File: config.mk
export PLATFORM = sky130hd
export DESIGN_NAME = k_combination_enumerator
export DESIGN_NICKNAME = d
export VERILOG_FILES = /design/src/design/kce_pkg.sv /design/src/design/kce_store.sv /design/src/design/kce_seq.sv /design/src/design/k_combination_enumerator.sv
export VERILOG_INCLUDE_DIRS = /design/src /design/src/design
export SDC_FILE = /design/constraint.sdc
export NUM_CORES = 1
export LEC_CHECK = 0
export BUFFER_PORTS_ARGS = -buffer_cell sky130_fd_sc_hd__buf_2
export CAP_MARGIN = 20
export CORE_MARGIN = 4
export CORE_UTILIZATION = 30
export DETAILED_ROUTE_END_ITERATION = 16
export PLACE_DENSITY_LB_ADDON = 0.12
export SYNTH_ARGS = -nofsm -noshare
export SYNTH_HDL_FRONTEND = slang
export SYNTH_SLANG_ARGS = --single-unit
File: constraint.sdc
create_clock -name clk -period 7.36 [get_ports clk]
set_input_delay 0.736 -clock clk [delete_from_list [all_inputs] [get_ports clk]]
set_output_delay 0.736 -clock clk [all_outputs]
set_load 0.005 [all_outputs]
File: src/design/k_combination_enumerator_assert.svh
// Assertion macros used by the enumerator sequencer.
`ifndef K_COMBINATION_ENUMERATOR_ASSERT_SVH
`define K_COMBINATION_ENUMERATOR_ASSERT_SVH

// Same-cycle implication, checked on every rising edge outside reset.
`define KCE_ASSERT_IMP(lbl, ante, cons, msg) \
  lbl: assert property (@(posedge clk) disable iff (!rst_n) (ante) |-> (cons)) \
    else $error(msg);

// Next-cycle implication.
`define KCE_ASSERT_NXT(lbl, ante, cons, msg) \
  lbl: assert property (@(posedge clk) disable iff (!rst_n) (ante) |=> (cons)) \
    else $error(msg);

`endif

File: src/design/kce_pkg.sv
// Shared constants and types of the k-combination enumerator.
`timescale 1ns / 1ps
`default_nettype none

package kce_pkg;

  localparam int MaxSamples = 16;
  localparam int MaxTotal   = 1024;
  localparam int IdxW       = 10;
  localparam int SlotW      = 4;
  localparam int KW         = 5;
  localparam int NW         = 11;
  localparam int CfgIdxW    = 2;

  typedef logic [IdxW-1:0]    index_t;
  typedef logic [SlotW-1:0]   slot_t;
  typedef logic [KW-1:0]      ksize_t;
  typedef logic [NW-1:0]      nsize_t;
  typedef logic [CfgIdxW-1:0] cfg_idx_t;

  localparam cfg_idx_t RegSubsetSize = cfg_idx_t'(0);
  localparam cfg_idx_t RegPoolSize   = cfg_idx_t'(1);

  // Request from the sequencer to the subset store.
  typedef struct packed {
    logic   clear;
    logic   wr_en;
    slot_t  wr_addr;
    index_t wr_data;
    slot_t  rd_addr;
  } store_req_t;

endpackage

`default_nettype wire

File: src/design/kce_store.sv
// Register file holding the current subset, one index per position.
`timescale 1ns / 1ps
`default_nettype none

module kce_store (
  input  wire logic               clk,
  input  wire logic               rst_n,
  input  wire kce_pkg::store_req_t req,
  output      kce_pkg::index_t     rd_data
);
  import kce_pkg::*;

  index_t mem_r [MaxSamples];

  // Reset and clear load the first subset: position p holds p.
  always_ff @(posedge clk) begin
    if (!rst_n || req.clear) begin
      for (int i = 0; i < MaxSamples; i++) begin
        mem_r[i] <= index_t'(i);
      end
    end else if (req.wr_en) begin
      mem_r[req.wr_addr] <= req.wr_data;
    end
  end

  assign rd_data = mem_r[req.rd_addr];

endmodule

`default_nettype wire

File: src/design/kce_seq.sv
// Draw sequencer: scan for the pivot, emit indices, advance the subset.
`timescale 1ns / 1ps
`default_nettype none

module kce_seq (
  input  wire logic                clk,
  input  wire logic                rst_n,
  input  wire kce_pkg::ksize_t     k,
  input  wire kce_pkg::nsize_t     n,
  input  wire logic                in_valid,
  output      logic                in_ready,
  input  wire logic                in_restart,
  output      kce_pkg::store_req_t req,
  input  wire kce_pkg::index_t     rd_data,
  output      logic                out_valid,
  input  wire logic                out_ready,
  output      kce_pkg::index_t     out_index,
  output      kce_pkg::slot_t      out_slot,
  output      logic                out_last,
  output      logic                out_wrapped,
  output      logic                out_error
);
  import kce_pkg::*;

  localparam logic [1:0] ST_IDLE = 2'd0;
  localparam logic [1:0] ST_SCAN = 2'd1;
  localparam logic [1:0] ST_EMIT = 2'd2;
  localparam logic [1:0] ST_ERR  = 2'd3;

  logic [1:0] state_r, state_nxt;
  slot_t      idx_r, idx_nxt;
  slot_t      pos_r, pos_nxt;
  slot_t      p_r, p_nxt;
  logic       found_r, found_nxt;
  nsize_t     nk_r, nk_nxt;
  index_t     run_r, run_nxt;

  logic   out_valid_r, out_valid_nxt;
  index_t out_index_r, out_index_nxt;
  slot_t  out_slot_r, out_slot_nxt;
  logic   out_last_r, out_last_nxt;
  logic   out_wrapped_r, out_wrapped_nxt;
  logic   out_error_r, out_error_nxt;

  logic                accept;
  logic                bad_cfg;
  logic                ld;
  logic                hit;
  logic                is_last;
  logic [NW-1:0]       opa;
  logic [SlotW-1:0]    opb;
  logic [NW:0]         sum;

  assign in_ready = (state_r == ST_IDLE);
  assign accept   = in_valid && in_ready;
  assign ld       = !out_valid_r || out_ready;

  assign bad_cfg = (k == '0) || (n == '0) || ({{(NW-KW){1'b0}}, k} > n) ||
                   (k > ksize_t'(MaxSamples)) || (n > nsize_t'(MaxTotal));

  assign is_last = ({1'b0, p_r} == (k - ksize_t'(1)));

  // Shared adder: limit N-K+i while scanning, increment while emitting.
  always_comb begin
    if (state_r == ST_SCAN) begin
      opa = nk_r;
      opb = idx_r;
    end else begin
      opa = {1'b0, ((p_r == pos_r) ? rd_data : run_r)};
      opb = slot_t'(1);
    end
  end
  assign sum = {1'b0, opa} + {{(NW+1-SlotW){1'b0}}, opb};
  assign hit = ({2'b0, rd_data} < sum);

  always_comb begin
    state_nxt       = state_r;
    idx_nxt         = idx_r;
    pos_nxt         = pos_r;
    p_nxt           = p_r;
    found_nxt       = found_r;
    nk_nxt          = nk_r;
    run_nxt         = run_r;
    out_valid_nxt   = out_valid_r && !out_ready;
    out_index_nxt   = out_index_r;
    out_slot_nxt    = out_slot_r;
    out_last_nxt    = out_last_r;
    out_wrapped_nxt = out_wrapped_r;
    out_error_nxt   = out_error_r;
    req.clear       = 1'b0;
    req.wr_en       = 1'b0;
    req.wr_addr     = p_r;
    req.wr_data     = sum[IdxW-1:0];
    req.rd_addr     = (state_r == ST_SCAN) ? idx_r : p_r;

    case (state_r)
      ST_IDLE: begin
        if (accept) begin
          req.clear = in_restart;
          if (bad_cfg) begin
            state_nxt = ST_ERR;
          end else begin
            idx_nxt   = slot_t'(k - ksize_t'(1));
            nk_nxt    = n - {{(NW-KW){1'b0}}, k};
            state_nxt = ST_SCAN;
          end
        end
      end
      ST_SCAN: begin
        // Walk from the rightmost position toward slot 0.
        if (hit) begin
          found_nxt = 1'b1;
          pos_nxt   = idx_r;
          p_nxt     = '0;
          state_nxt = ST_EMIT;
        end else if (idx_r == '0) begin
          found_nxt = 1'b0;
          p_nxt     = '0;
          state_nxt = ST_EMIT;
        end else begin
          idx_nxt = idx_r - slot_t'(1);
        end
      end
      ST_EMIT: begin
        if (ld) begin
          out_valid_nxt   = 1'b1;
          out_index_nxt   = rd_data;
          out_slot_nxt    = p_r;
          out_last_nxt    = is_last;
          out_wrapped_nxt = !found_r;
          out_error_nxt   = 1'b0;
          // Advance in place: bump the pivot, refill the tail consecutively.
          if (found_r && (p_r >= pos_r)) begin
            req.wr_en = 1'b1;
            run_nxt   = sum[IdxW-1:0];
          end
          if (is_last) begin
            req.clear = !found_r;
            state_nxt = ST_IDLE;
          end else begin
            p_nxt = p_r + slot_t'(1);
          end
        end
      end
      ST_ERR: begin
        if (ld) begin
          out_valid_nxt   = 1'b1;
          out_index_nxt   = '0;
          out_slot_nxt    = '0;
          out_last_nxt    = 1'b1;
          out_wrapped_nxt = 1'b0;
          out_error_nxt   = 1'b1;
          state_nxt       = ST_IDLE;
        end
      end
      default: begin
        state_nxt = ST_IDLE;
      end
    endcase
  end

  always_ff @(posedge clk) begin
    if (!rst_n) begin
      state_r     <= ST_IDLE;
      out_valid_r <= 1'b0;
      found_r     <= 1'b0;
    end else begin
      state_r     <= state_nxt;
      out_valid_r <= out_valid_nxt;
      found_r     <= found_nxt;
    end
  end

  always_ff @(posedge clk) begin
    idx_r         <= idx_nxt;
    pos_r         <= pos_nxt;
    p_r           <= p_nxt;
    nk_r          <= nk_nxt;
    run_r         <= run_nxt;
    out_index_r   <= out_index_nxt;
    out_slot_r    <= out_slot_nxt;
    out_last_r    <= out_last_nxt;
    out_wrapped_r <= out_wrapped_nxt;
    out_error_r   <= out_error_nxt;
  end

  assign out_valid   = out_valid_r;
  assign out_index   = out_index_r;
  assign out_slot    = out_slot_r;
  assign out_last    = out_last_r;
  assign out_wrapped = out_wrapped_r;
  assign out_error   = out_error_r;

`include "k_combination_enumerator_assert.svh"

  `KCE_ASSERT_IMP(a_err_single, out_valid_r && out_error_r, out_last_r && (out_slot_r == '0) && !out_wrapped_r, "error result malformed")
  `KCE_ASSERT_IMP(a_scan_range, state_r == ST_SCAN, {1'b0, idx_r} < k, "scan position beyond subset")
  `KCE_ASSERT_IMP(a_pivot_range, (state_r == ST_EMIT) && found_r, {1'b0, pos_r} < k, "pivot beyond subset")
  `KCE_ASSERT_NXT(a_good_to_scan, accept && !bad_cfg, state_r == ST_SCAN, "valid draw did not start scan")

endmodule

`default_nettype wire

File: src/design/k_combination_enumerator.sv
// Top level of the lexicographic k-combination enumerator.
`timescale 1ns / 1ps
`default_nettype none

// Usage:
//   Configure subset size K (register 0) and pool size N (register 1) on the
//   cfg_ channel while the block is idle; a write to either register returns the enumeration
//   to the first subset {0..K-1}. cfg_ready is always high.
//   Each request on in_ (in_tdata bit 0 = restart) draws the current subset:
//   K results on out_, indices ascending, slot 0..K-1, tlast on slot K-1.
//   out_tuser bit 0 marks the final subset {N-K..N-1}, after which the
//   enumeration wraps. A setting with K > N, K or N zero, or out of range
//   gives a single result with out_tuser bit 1 (error) and tlast set.
// Timing:
//   A draw scans from slot K-1 down to the pivot, one compare per cycle on
//   the shared adder, then emits one index per cycle while out_tready allows,
//   as the same adder rewrites the tail. in_tready is high only between draws.
// Reset: synchronous, active low; K = N = 1, store holds the first subset.
// Stall: a result waits in the output register while out_tready is low and
//   the sequencer holds until it is taken.

module k_combination_enumerator (
  input  wire logic                   clk,
  input  wire logic                   rst_n,
  input  wire logic                   in_tvalid,
  output      logic                   in_tready,
  input  wire logic [7:0]             in_tdata,   // [0] restart, [7:1] zero
  output      logic                   out_tvalid,
  input  wire logic                   out_tready,
  output      logic [15:0]            out_tdata,  // [9:0] chosen_index, [13:10] slot
  output      logic                   out_tlast,  // last_of_subset
  output      logic [1:0]             out_tuser,  // [0] wrapped, [1] error
  input  wire logic                   cfg_valid,
  output      logic                   cfg_ready,
  input  wire kce_pkg::cfg_idx_t      cfg_index,
  input  wire logic [kce_pkg::NW-1:0] cfg_data
);
  import kce_pkg::*;

  ksize_t     k_r, k_nxt;
  nsize_t     n_r, n_nxt;
  logic       cfg_clear;
  store_req_t seq_req;
  store_req_t store_req;
  index_t     rd_data;
  index_t     out_index;
  slot_t      out_slot;
  logic       out_wrapped;
  logic       out_error;

  assign cfg_ready = 1'b1;

  // Register writes; a write to either register restarts the enumeration.
  always_comb begin
    k_nxt     = k_r;
    n_nxt     = n_r;
    cfg_clear = 1'b0;
    if (cfg_valid) begin
      case (cfg_index)
        RegSubsetSize: begin
          k_nxt     = cfg_data[KW-1:0];
          cfg_clear = 1'b1;
        end
        RegPoolSize: begin
          n_nxt     = cfg_data;
          cfg_clear = 1'b1;
        end
        default: begin
          cfg_clear = 1'b0;
        end
      endcase
    end
  end

  always_ff @(posedge clk) begin
    if (!rst_n) begin
      k_r <= ksize_t'(1);
      n_r <= nsize_t'(1);
    end else begin
      k_r <= k_nxt;
      n_r <= n_nxt;
    end
  end

  // Merge the configuration clear into the sequencer's store request.
  always_comb begin
    store_req       = seq_req;
    store_req.clear = seq_req.clear || cfg_clear;
  end

  kce_store u_store (
    .clk     (clk),
    .rst_n   (rst_n),
    .req     (store_req),
    .rd_data (rd_data)
  );

  kce_seq u_seq (
    .clk         (clk),
    .rst_n       (rst_n),
    .k           (k_r),
    .n           (n_r),
    .in_valid    (in_tvalid),
    .in_ready    (in_tready),
    .in_restart  (in_tdata[0]),
    .req         (seq_req),
    .rd_data     (rd_data),
    .out_valid   (out_tvalid),
    .out_ready   (out_tready),
    .out_index   (out_index),
    .out_slot    (out_slot),
    .out_last    (out_tlast),
    .out_wrapped (out_wrapped),
    .out_error   (out_error)
  );

  assign out_tdata = {2'b00, out_slot, out_index};
  assign out_tuser = {out_error, out_wrapped};

endmodule

`default_nettype wire
; Word-level counts from Yosys, hierarchy flattened
; Memory sizes are Yosys's and may differ from the RTL's.
; Index checks and enable logic that the tools add are counted.
[totals]
reg_bits = 70
latch_bits = 0
ram_bits = 160
rom_bits = 0
inputBits = 26
output_inout_bits = 22
elab_cells = 133
mem_count = 1
[mem_list]
columns = name, words, width, rd, rd_ports_with_merged_regs, wr, line
row1 = u_store.mem_r, 16, 10, 1, 0, 16, kce_store.sv:13  ; index_t mem_r [MaxSamples];
[classes]
addsub = 5
n_mul = 0
div_mod_pow = 0
n_lt_le_gt_ge = 5
n_eq_ne = 15
n_shift = 0
mux = 55
n_bitwise = 1
n_reduce_logical = 36
[op_table]
columns = op, count
row1 = $mux 4, 13
row2 = $mux 10, 4
row3 = $pmux 4 s2, 3
row4 = $mux 1, 20
row5 = $pmux 10 s2, 1
row6 = $mux 2, 8
row7 = $add 11x4->12, 1
row8 = $lt 10x12->1, 1
row9 = $gt 11x11->1 const B, 1
row10 = $gt 5x11->1, 1
row11 = $logic_not 11->1, 1
row12 = $mux 11, 1
row13 = $sub 11x5->11, 1
row14 = $ne 2x2->1 const B, 5
row15 = $reduce_and 5->1, 2
row16 = $reduce_or 10->1, 1
row17 = $reduce_and 3->1, 3
row18 = $pmux 1 s2, 4
row19 = $pmux 2 s4, 1
row20 = $reduce_and 2->1, 4
row21 = $reduce_bool 2->1, 4
row22 = $logic_or 1x1->1, 7
row23 = $ne 2x1->1 const B, 3
row24 = $eq 4x5->1, 1
row25 = 17 further kinds, 26

; Depth between registers and ports, before layout
[logic_depth]
depth_word = 11
mapped_depth = 35
mapped_depth_nobuf = 29

; Modules after synthesis
; Synthesis repeated with hierarchy kept, for this count alone.
[unflattened]
cells_unflattened = 902
area_unflattened_um2 = 11269.6
[modules_own_cells]
columns = mod, instances, cells_per_inst, area_each_um2
row1 = kce_store, 1, 498, 7114.3
row2 = kce_seq, 1, 329, 3455.8
row3 = k_combination_enumerator, 1, 75, 699.4

; Worst setup path after synthesis
; OpenSTA, ideal clock, no wires.
[synth_timing]
kind = flip-flop to flip-flop
startpoint = register u_seq.idx_r[0]
endpoint = register u_seq.p_r[0] (enable)
setup_ps = 374
arrival_time_ps = 5934
t_required_ps = 6986
setup_slack_ps = 1052
stages_incl_launch_ff = 34
synth_period_minus_slack_ps = 6308
path_cell_list = edfxtp_1 > and3b_2 > a21o_1 > buf_6 > buf_12 > buf_6 > buf_2 > mux4_2 > nand2_1 > and3_1 > a31oi_1 > nand2_1 > a31oi_1 > fa_1 > a21oi_1 > nor2_1 > nor2_1 > nor3_1 > nand2b_1 > nor4_1 > nand3_1 > xnor2_2 > buf_2 > ha_1 > o21ai_0 > nor2_1 > a21oi_1 > o21ai_0 > nor3_1 > nand3_1 > nand2_1 > nor2_1 > and3_1 > o32ai_1
[synth_via]
elab_chain_len = 8
[synth_rtl]
columns = element, line
row1 = start: declaration, kce_seq.sv:31  ; slot_t idx_r, idx_nxt;
row2 = start signal: assignment, kce_seq.sv:175  ; idx_r <= idx_nxt;
row3 = $mux 4 (*), kce_seq.sv:94  ; req.rd_addr = (state_r == ST_SCAN) ? idx_r : p_r;
row4 = $mem_v2 16x10 (*), n/a
row5 = net rd_data[1], k_combination_enumerator.sv:45  ; index_t rd_data;
row6 = $mux 10, kce_seq.sv:69  ; opa = {1'b0, ((p_r == pos_r) ? rd_data : run_r)};
row7 = $mux 11, kce_seq.sv:65  ; if (state_r == ST_SCAN) begin
row8 = $add 11x4->12, kce_seq.sv:73  ; assign sum = {1'b0, opa} + {{(NW+1-SlotW){1'b0}}, opb};
row9 = $lt 10x12->1 (*), kce_seq.sv:74  ; assign hit = ({2'b0, rd_data} < sum);
row10 = $ne 3x2->1 (no source line) (*), n/a
row11 = $reduce_and 4->1 (no source line) (*), n/a
row12 = end signal: assignment, kce_seq.sv:177  ; p_r <= p_nxt;
row13 = end: declaration, kce_seq.sv:33  ; slot_t p_r, p_nxt;
; Mark *: on every way through the listed nets, which the timed path passes. The rest lies on a longest branch.
; A chain may end at the register's enable or synchronous reset.

; Worst setup path after layout
[layout_timing]
startpoint = register u_seq.state_r[1]
endpoint = register u_seq.idx_r[2] (enable)
[layout_via]
elab_chain_len = 9
[layout_rtl]
columns = element, line
row1 = start: declaration, kce_seq.sv:30  ; logic [1:0] state_r, state_nxt;
row2 = start signal: assignment, kce_seq.sv:168  ; state_r <= state_nxt;
row3 = $eq 2x1->1, "kce_seq.sv:65, kce_seq.sv:94, kce_seq.sv:96"
row4 = $mux 4, kce_seq.sv:94
row5 = $mem_v2 16x10, n/a
row6 = $mux 10, kce_seq.sv:69
row7 = $mux 11, kce_seq.sv:65
row8 = $add 11x4->12, kce_seq.sv:73
row9 = $lt 10x12->1, kce_seq.sv:74
row10 = $ne 2x2->1 (no source line), n/a
row11 = $reduce_and 5->1 (no source line) (*), n/a
; Every way passes the cells marked *; elsewhere a longest branch is shown, timed or not.

==> qor.txt <==
Worst hold path startpoint -> cfg_data[8]
Largest family of logic cells by synthesized area -> simple AND/OR/NAND/NOR gates
Area growth, synth to finish -> 14.8%
Post-Layout Cell Count -> 1,594
Peak supply drop -> 158 uV
Achievable frequency -> 149 MHz
Critical-path top delay cell -> dfxtp_1
Vias in the first global route -> 7,871
Crit path launch -> u_seq.state_r[1]
Ys flop type -> edfxtp_1
Compound-Gate Fraction of Synth Area -> 8.06%
DP HPWL -> 25,000 um
Cells after Synth -> 1,006
CTS tree -> done
Synth async-reset ratio -> 0%
Syn Area/Cell -> 11.4 um^2
Worst Tran Pin Value -> 0.906 ns
Crit start category -> register
Tcrit/Tclk final -> 91.1%
Final TNS setup -> 0 ns
Area taken by multi-input logic gates -> 0.00440 mm^2
TritonCTS buffer count -> 27
Routed vias/inst -> 5.01
Sink Count -> 230
Top cells by area, synth -> edfxtp_1, nor2_1, mux2i_1, nand2_1, dfxtp_1
Finished Core Util -> 35.0%
Final nets -> 1,120
Synth top area share -> 54.8%
XOR/XNOR Fraction of Synth Area -> 2.39%
Mapped Area -> 0.0115 mm^2
Setup repair bufs after CTS -> 0
Die width -> 204 um
H-tree depth -> 1
Root buffer cell -> clkbuf_16
Post-synthesis sequential area ratio -> 58.2%
Initial core utilization -> 30.5%
Final WL -> 35,200 um
MaxCap Viol Count -> 0
Hold Crit Class -> input port to register
First-pass DRT Iterations -> 7
Max clock buf depth -> 3
DR iter-0 viols -> 557
Fill cell count -> 3,803
I/O pin count -> 48
CP max stage delay -> 0.56 ns
RSZ-0062 raised after global routing -> no
Final setup fails -> 0
Die ar. -> 0.0416 mm^2
Post-DP Area -> 0.0124 mm^2
CP most frequent cell -> o21ai_0
Clock skew -> 0.0310 ns
Pwr Total -> 4730 uW
Antenna violations before repair -> 0
Fin. Hold Viols -> 0
GRT Util Overall -> 16.7%
#FFs+latches synth -> 230
Netlist cell types -> 74
Clock Pin Slew Worst Setup and Hold Paths -> 0.06 ns
Bufs and invs on worst path -> 0
Synth Area in Adders -> 3.39%
Max Slew Vio Count -> 0
Status -> finished, final reports clean
Port-buffer cells -> 37
Final Instance Area -> 0.0132 mm^2
Grt total ovfl -> 0
Pin count of the biggest net entering global routing -> 25
R2r startpoint -> u_seq.state_r[1]
Diodes inserted -> 0
Yosys top cell by area -> edfxtp_1
Cell Pwr Density -> 358 mW/mm^2
Seq. cell area -> 0.00671 mm^2
Mux contribution to synthesized area -> 7.77%
Leakage power -> 0.00509 uW
Die height -> 204 um
Routed Antenna Nets -> 0
Simple-Gate Fraction of Synth Area -> 16.1%
CP Class -> register to register
Layout cells sized above 1 -> 15.1%
RePlAce Congestion -> 0.846
Syn. warnings -> 0
Crit path time final -> 6.71 ns
Critical path capture point type -> register
CP Max Fanout -> 11
Crit-path leading delay family -> compound AO/OA/AOI/OAI gates
CP required -> 7.55 ns
Routed len/inst -> 22.1 um
DP Cell Count -> 1,546
Clk_lat worst skew -> 0.55 ns
CORE AREA -> 0.0378 mm^2
Post-synth EDFFs -> 210
First-pass GRT wire length -> 51,900 um
# hold bufs at CTS -> 0
Drt drc -> 0
Vias -> 7,979
Row cnt -> 71
Slew Limit Headroom -> 39.5%
WP data arrival -> 6.89 ns
==> stage by stage <==
stage / setup slack, ns / hold slack (ns)
after floorplan: 1.05 / 0.482
after global placement: 0.710 / 0.519
after detailed placement: 0.633 / 0.520
after CTS: 0.596 / 0.420
after global routing: 0.0723 / 0.437
final: 0.652 / 0.445
==> final cells by class <==
type,count,area share (%)
inverters,38,1.08
flip-flops and latches,230,50.8
multi-input cells,682,33.3
clock inverters,15,0.521
well taps,511,4.84
clock buffers,33,5.28
repair buffers,85,4.22
==> layer usage <==
| layer | GRT usage [%] | wire (um) | vias to the layer above |
|---|---|---|---|
| li1 | - | - | 3741 |
| met1 | 25.3 | 17300 | 4009 |
| met3 | 1.84 | 1400 | 48 |
| met4 | 4.50 | 1010 | 0 |
| met5 | 0 | 0 | - |
| met2 | 25.4 | 15500 | 181 |
==> final timing paths <==
check,to,slack [ns],cells past startpoint
setup / recovery,u_seq.idx_r[2],0.65,29
setup reg to reg,u_seq.idx_r[2],0.65,29
hold reg to reg,n_r[4],0.53,2
hold / removal,n_r[8],0.45,3
==> report_power, final <==
group | total [uW] | switching (uW) | internal [uW]
registers | 1690 | 71.9 | 1610
logic | 1850 | 1260 | 597
clock network | 1190 | 521 | 667
==> kinds of logic (layout without fill, tap and decap cells) <==
family                   Yosys count  in the layout
other                              2              3
AO/OA/AOI/OAI                    131            131
flip-flops                       230            230
XOR/XNOR                          28             28
buffers and inverters             95            171
adder cells (fa/ha/maj)           30             30
AND/OR/NAND/NOR                  416            416
multiplexers                      74             74
==> cells in the mapped netlist, types with 11 or more instances <==
| cell | n |
|---|---|
| inv_1 | 35 |
| nor3_1 | 16 |
| xnor2_1 | 11 |
| nand2b_1 | 12 |
| clkbuf_1 | 29 |
| ha_1 | 28 |
| nand2_1 | 114 |
| dfxtp_1 | 20 |
| mux2i_1 | 61 |
| mux4_2 | 12 |
| o21ai_0 | 20 |
| a21oi_1 | 34 |
| xor2_1 | 13 |
| and3_1 | 18 |
| nor2_1 | 187 |
| edfxtp_1 | 210 |
| nand3_1 | 27 |
==> what timing repair did <==
item                                   in CTS  in global routing
endpoints found under the hold margin       0                  0
gates resized for setup                     0                  1
setup endpoints to repair                   0                  4
==> worst register-to-register path: cells and delay by family, from the launching register on <==
family                     cells  cell delay [ns]
DFF                            1             0.56
adders and majority gates      3             0.78
AOI/OAI and AO/OA             12             2.50
xor gates and xnor gates       1             0.18
and+or+nand+nor               13             2.34
==> flip-flops by register name, indices dropped and copies added, names as in the netlist, 2 cells and up <==
register	cells
k_r	5
u_seq.run_r	10
u_store.mem_r	160
u_seq.state_r	2
u_seq.pos_r	4
u_seq.p_r	4
u_seq.out_index	10
n_r	11
u_seq.idx_r	4
u_seq.out_slot	4
u_seq.nk_r	11
==> placed cells by master (no fill, tap or decap), types with 5 or more instances in the layout <==
cell type / instances
edfxtp_1: 210
nor2_1: 187
nand2_1: 114
mux2i_1: 61
buf_4: 47
buf_2: 37
inv_1: 35
a21oi_1: 34
ha_1: 28
nand3_1: 27
clkbuf_16: 27
o21ai_0: 20
dfxtp_1: 20
and3_1: 18
nor3_1: 16
nand2b_1: 12
mux4_2: 12
clkinv_1: 11
xor2_1: 11
and2_1: 10
o22ai_1: 10
a31oi_1: 9
xnor2_1: 9
nor2b_1: 7
a21o_1: 7
a211oi_1: 7
o221ai_1: 6
clkbuf_1: 6
clkinv_2: 6
a32oi_1: 5
o211ai_1: 5
Note: power is estimated with default switching activity, not from simulation.
